## config.mk

```make
export PLATFORM = sky130hd
export DESIGN_NAME = srmd_ram
export DESIGN_NICKNAME = d
export VERILOG_FILES = /design/src/hdl/srmd_ram.sv
export SDC_FILE = /design/constraint.sdc
export NUM_CORES = 1
export LEC_CHECK = 0
export BUFFER_PORTS_ARGS = -buffer_cell sky130_fd_sc_hd__buf_2
export CAP_MARGIN = 20
export CORE_ASPECT_RATIO = 1.1
export CORE_MARGIN = 1.5
export CORE_UTILIZATION = 65
export DETAILED_ROUTE_END_ITERATION = 10
export HOLD_SLACK_MARGIN = 0.12
export PLACE_DENSITY = 0.95
export SETUP_SLACK_MARGIN = 0.2
export SKIP_CTS_REPAIR_TIMING = 1
export SLEW_MARGIN = 20
export SYNTH_ARGS = -nofsm -noshare
export SYNTH_HDL_FRONTEND = slang
export SYNTH_SLANG_ARGS = --single-unit
```

## constraint.sdc

```tcl
create_clock -name aclk -period 3.2 [get_ports aclk]
set_input_delay 0.48 -clock aclk [delete_from_list [all_inputs] [get_ports aclk]]
set_output_delay 0.48 -clock aclk [all_outputs]
set_load 0.02 [all_outputs]
```

## src/hdl/srmd_ram.sv

```systemverilog
`timescale 1ns / 1ps
`default_nettype none

module srmd_ram #(
    parameter int WIDTH = 8,
    parameter int DEPTH = 16
) (
    input  wire logic                     aclk,
    input  wire logic                     we,
    input  wire logic [$clog2(DEPTH)-1:0] waddr,
    input  wire logic [WIDTH-1:0]         wdata,
    input  wire logic [$clog2(DEPTH)-1:0] raddr,
    output logic      [WIDTH-1:0]         rdata
);

    logic [WIDTH-1:0] mem [DEPTH];

    // Single write port, registered read port.
    always_ff @(posedge aclk) begin
        if (we) begin
            mem[waddr] <= wdata;
        end
        rdata <= mem[raddr];
    end

endmodule

`default_nettype wire

```

-- Word-level counts from Yosys, hierarchy flattened
Memories as Yosys holds them, arrays and structs flattened. A register that Yosys moved wholly into a read port is not among the register bits.
Cells that the tools add are included.
- memories kept: 1
- output and inout bits: 8
- bits in writable memories: 128
- register bits after elaboration: 0
- input port bits: 18
- multiplexer cells: 2
- memories (name ; depth ; bits a word ; rd ports ; clocked after memory_dff ; write ports ; RTL line ; source):
    mem ; 16 ; 8 ; 1 ; 1 ; 1 ; 16 ; logic [WIDTH-1:0] mem [DEPTH];
- operators with widths (operator ; count):
    1-bit two-way mux ; 2

-- Depth between registers and ports, before layout
Gate-level depths: netlist (run 1).
- depth in word-level cells: 2
- gate-level depth with buffers: 5
- depth with buffers taken out: 3

-- Least setup slack after synthesis (run 1)
No wires, ideal clock.
- kind: input -> register
- from: input port waddr[2]
- to: memory mem[0][0] (enable)
- required time: 2.817 ns
- setup slack: 1.227 ns
- buffers on the path: 0
- stages on the path: 2
- arrival: 1.590 ns
- path through: or3b_2 -> nor3_1
- RTL lines (element ; RTL line ; source):
    start: declaration ; 10 ; input wire logic [$clog2(DEPTH)-1:0] waddr,
    end: declaration ; 16 ;
Straight into the memory's write port.

==> results of run 1 <==
==> power by group <==
part / leakage, nW / internal, mW / switching [mW] / total (mW)
Clock: 0.280 / 1.22 / 0.686 / 1.90
Sequential: 1.22 / 1.99 / 0.0126 / 2.01
Combinational: 0.501 / 0.0744 / 0.117 / 0.191
Total: 2.00 / 3.28 / 0.816 / 4.10
==> logic make-up (layout without fill, tap and decap cells) <==
| family | Yosys count | in the layout | synth area share |
|---|---|---|---|
| buffers and inverters | 10 | 62 | 0.0168 |
| flip-flops | 136 | 136 | 0.778 |
| multiplexers | 32 | 32 | 0.150 |
| AND/OR/NAND/NOR | 35 | 35 | 0.0318 |
| AO/OA/AOI/OAI | 16 | 16 | 0.0233 |
==> through the flow <==
step / setup WS [ns] / area, sq um
2_1_floorplan: 1.23 / 5150
3_3_place_gp: 1.01 / 5370
3_5_place_dp: 0.926 / 5370
4_1_cts: 1.50 / 5950
5_1_grt: 1.38 / 5950
6_report: 1.49 / 5950
==> cell usage in the layout, fill, tap and decap left out <==
cell / netlist / routed
nand2_1: 9 / 9
edfxtp_1: 128 / 128
nor2b_1: 1 / 1
or3b_2: 1 / 1
nand3b_1: 2 / 2
buf_2: 3 / 25
nand3_1: 1 / 1
and2_1: 1 / 1
clkbuf_16: 0 / 16
bufinv_16: 0 / 3
buf_4: 1 / 4
mux4_1: 14 / 14
a22oi_1: 16 / 16
buf_12: 0 / 1
clkbuf_1: 0 / 3
dfxtp_1: 8 / 8
clkinvlp_4: 0 / 2
clkbuf_8: 0 / 3
nand2b_1: 2 / 2
and2b_1: 1 / 1
nor3_1: 4 / 4
nor2_1: 13 / 13
clkinv_1: 0 / 2
mux4_2: 18 / 18
clkinv_2: 0 / 3
==> per-layer routing <==
layer | vias up | wire length (um) | track usage
li1 | 1058 | - | -
met1 | 1255 | 3810 | 0.367
met2 | 154 | 5070 | 0.417
met3 | 25 | 761 | 0.0678
met4 | 0 | 270 | 0.143
met5 | - | 0 | 0
==> Yosys cell counts <==
library cell	instances	area, sq um
and2_1	1	6.26
or3b_2	1	8.76
clkdlybuf4s25_2	3	30.0
dfxtp_1	8	160
nand3b_1	2	15.0
nand2b_1	2	12.5
a22oi_1	16	120
mux4_1	14	368
nor2_1	13	48.8
nor3_1	4	20.0
buf_6	3	33.8
buf_2	3	15.0
nor2b_1	1	6.26
nand2_1	9	33.8
nand3_1	1	5.00
mux4_2	18	405
edfxtp_1	128	3840
buf_4	1	7.51
and2b_1	1	7.51
==> layout make-up <==
class,instances,area share
timing repair buffer,30,0.0294
tap,105,0.0221
clock buffer,22,0.0761
clock inverter,10,0.0215
multi-input combinational,83,0.178
sequential,136,0.673
==> sequential cells by signal, summed over array words and instances, names as in the netlist <==
register / cells
mem: 128
rdata: 8
==> how the worst max path moves through the flow <==
stage	end	slack [ns]
floorplan	mem[0][0]	1.23
global placement	rdata[1]	1.01
detailed placement	rdata[1]	0.93
CTS	rdata[1]	1.50
global route	rdata[1]	1.38
finish	rdata[1]	1.49
==> results_dict.tcl, run 1 <==
set metrics [dict create \
    finalSetupTns_ns 0 \
    cellPowerDensity_nw_per_um2 689 \
    finalHoldViolCount 0 \
    ys_seq_area_frac 0.778 \
    dr.pass1.iters 5 \
    reg2reg_to "rdata[1]" \
    via_per_inst 6.46 \
    avgSynthCellArea_sq_um 22.5 \
    vias 2492 \
    grt_pass1_wl_mm 15.0 \
    finalWeightedCongestion 0.783 \
    dp_hpwl_mm 5.88 \
    ir_drop_v 0.000493 \
    cp_slowest_stage_delay_ns 0.62 \
    overflow 0 \
    antenna_cells 0 \
    critPathCaptureType "flip-flop" \
    path_cells "buf_2, buf_12, mux4_1, a22oi_1, nand2_1" \
    worst-slew-pin-transition_ns 0.949 \
    fillCellCount 367 \
    reg2reg_slack_ns 1.76 \
    die-area_sq_um 8460 \
    final_nets 286 \
    worst-path-buf-inv 2 \
    synth-seq-cells 136 \
    grt_max_degree 33 \
    outcome "completed" \
    slew_violations 0 \
    drive_above_1_share 0.270 \
    r2r_cells 3 \
    cts_tree "done" \
    yosysWarnings 0 \
    rsz0062_at_grt "false" \
    cts_root_buf "clkbuf_8" \
    cts_made_buffers 17 \
    post-route-period-util 0.536 \
    portBuffers 25 \
    worstHoldStart "wdata[0]" \
    ys_types 19 \
    path_class "input port to flip-flop" \
    start_kind "input port" \
    leakage_nw 2.00 \
    area_delta_synth_final_pct 15.6 \
    drc 0 \
    fmax_mhz 583 \
    hold_depth 1 \
    setup_viol 0 \
    relSlewSlack 0.365 \
    slowest_stage "mux4_1" \
    cp.required_ns 3.60 \
    die_w_um 87.9 \
    seq_area_sq_um 4000 \
    cts.clk_slew.worst_paths_ns 0.06 \
    total_power_mw 4.10 \
    cts.sinks 136 \
    max-cap-violations 0 \
    die_h_um 96.3 \
    grt_pass1_vias 2456 \
    clk_latency_ns 0.53 \
    hold_end "mem[14][0]" \
    crit_cells 5 \
    grtUsageTotal 0.272 \
    final_cells 386 \
    rr_startpoint "mem[1][1]" \
    drt_iter0_markers 250 \
    final_util 0.787 \
    syn_inst 229 \
    drtAntennaViolNets 0 \
    min_path_type "input port to flip-flop" \
    htreeDepth 4 \
    min_period_ns 1.71 \
    avgRoutedWirePerCell_um 25.7 \
    clk_path_buf_depth 2 \
    antenna_found_initial 0 \
    holdWs_ns 0.337 \
    syn-num-nets 247 \
    io_pins 26 \
    finalWirelength_mm 9.91 \
    crit_start "raddr[0]" \
    fp.coreArea_sq_um 7560 \
    multi_input_comb_area_sq_um 1060 \
    initial_core_util 0.681 \
    netlist_area_sq_um 5150 \
    critical_path.max_fanout 19 \
    fin_skew_ns 0.00731 \
    placementRows 33 \
    path_delay_family "buffers and inverters" \
    place_inst 354 \
    cp.arrival_ns 2.12 \
]
Note: power is estimated with default switching activity, not from simulation.
==> inputs of run 2 (changes only) <==
Settings changed: CORE_UTILIZATION 65 to 60, PLACE_DENSITY 0.95 to 0.9.
Clock period 3.2 ns to 1.7 ns, I/O delays scaled along.
==> results_dict.tcl, run 2 (synthesized netlist as in run 1, its figures left out) <==
set metrics [dict create \
    top_regs "mem: 128 flops, rdata: 8 flops" \
    leakage_nw 2.14 \
    dr.pass1.iters 5 \
    portBuffers 25 \
    cts_root_buf "clkbuf_8" \
    relSlewSlack 0.708 \
    largest_register_ffs 128 \
    outcome "completed" \
    rsz0062_at_grt "false" \
    finalWirelength_mm 10.7 \
    layout_commonest_cell "edfxtp_1" \
    grt_pass1_vias 2601 \
    final_cell_mix "128 x edfxtp_1, 25 x buf_2, 23 x buf_4" \
    pre_cts_ws_ns 0.0125 \
    path_class "flip-flop to flip-flop" \
    drtAntennaViolNets 0 \
    final_nets 312 \
    finalHoldViolCount 0 \
    placementRows 35 \
    top_register "mem" \
    via_per_inst 6.22 \
    cp.arrival_ns 1.82 \
    fp.coreArea_sq_um 8360 \
    start_kind "flip-flop" \
    vias 2601 \
    fin_skew_ns 0.00648 \
    slew_violations 0 \
    r2r_cells 3 \
    finalWeightedCongestion 0.751 \
    grt_pass1_wl_mm 15.8 \
    total_power_mw 7.73 \
    fmax_mhz 706 \
    cts_tree "done" \
    cts_made_buffers 17 \
    avgRoutedWirePerCell_um 25.5 \
    cts.clk_slew.worst_paths_ns 0.06 \
    overflow 0 \
    drt_iter0_markers 226 \
    die_h_um 100 \
    die_w_um 91.3 \
    finalSetupTns_ns 0 \
    min_period_ns 1.42 \
    cellPowerDensity_nw_per_um2 1250 \
    clk_latency_ns 0.52 \
    fillCellCount 454 \
    hold_depth 1 \
    setup_slack_ns 0.284 \
    critical_path.max_fanout 1 \
    ir_drop_v 0.000888 \
    post-route-period-util 0.833 \
    cts.sinks 136 \
    worst-slew-pin-transition_ns 0.437 \
    drc 0 \
    area_delta_synth_final_pct 20.1 \
    antenna_found_initial 0 \
    drive_above_1_share 0.329 \
    die-area_sq_um 9140 \
    dp_hpwl_mm 6.00 \
    min_path_type "input port to flip-flop" \
    io_pins 26 \
    clk_path_buf_depth 2 \
    grt_max_degree 28 \
    cp.required_ns 2.10 \
    reg2reg_slack_ns 0.28 \
    grtUsageTotal 0.254 \
    htreeDepth 4 \
    critPathCaptureType "flip-flop" \
    antenna_cells 0 \
    setup_viol 0 \
    initial_core_util 0.615 \
    max-cap-violations 0 \
]
[run 2: cell count changes in the layout (fill, tap and decap cells not counted), sizes merged]
cell	previous run	this run
clkinv	5	4
clkinvlp	2	3
inv	0	6
dlygate4sd3	0	6
bufinv	3	2
clkbuf	22	17
buf	30	50
[run 2: layout make-up]
class | count | area, sq um | share of cell area
Sequential cell | 136 | 4000 | 0.648
Multi-Input combinational cell | 83 | 1060 | 0.172
Clock buffer | 17 | 414 | 0.0670
Timing Repair Buffer | 56 | 398 | 0.0644
Clock inverter | 15 | 164 | 0.0265
Tap cell | 111 | 139 | 0.0225
[run 2: stage by stage]
step | std cells | util | cell area (sq um) | hold WS (ns)
5_1_grt | 418 | 0.739 | 6180 | 0.121
6_report | 418 | 0.739 | 6180 | 0.128
2_1_floorplan | 229 | - | 5150 | 0.354
3_3_place_gp | 380 | 0.663 | 5540 | 0.631
4_1_cts | 412 | 0.732 | 6120 | 0.0877
3_5_place_dp | 380 | 0.663 | 5540 | 0.649
[run 2: final timing paths]
path,from,end
max,mem[1][0],rdata[0]
min,wdata[2],mem[8][2]
max reg2reg,mem[1][0],rdata[0]
min reg2reg,mem[12][2],rdata[2]
[run 2: worst max-delay path, stage by stage, from the launching register on]
cell and delay (ns):
edfxtp_1 0.36, mux4_1 0.54, a22oi_1 0.32, nand2_1 0.08
[run 2: layer usage]
| layer | global-route usage | share of wire | up-vias |
|---|---|---|---|
| li1 | - | - | 1103 |
| met1 | 0.325 | 0.38 | 1334 |
| met2 | 0.421 | 0.53 | 141 |
| met3 | 0.0598 | 0.060 | 23 |
| met4 | 0.117 | 0.029 | 0 |
| met5 | 0 | 0 | - |
[run 2: power breakdown]
group,switching [mW],total (mW),leakage [nW],internal (mW)
Sequential,0.0234,3.77,1.22,3.75
Clock,1.45,3.57,0.275,2.11
Combinational,0.226,0.392,0.638,0.165
Total,1.70,7.73,2.14,6.03
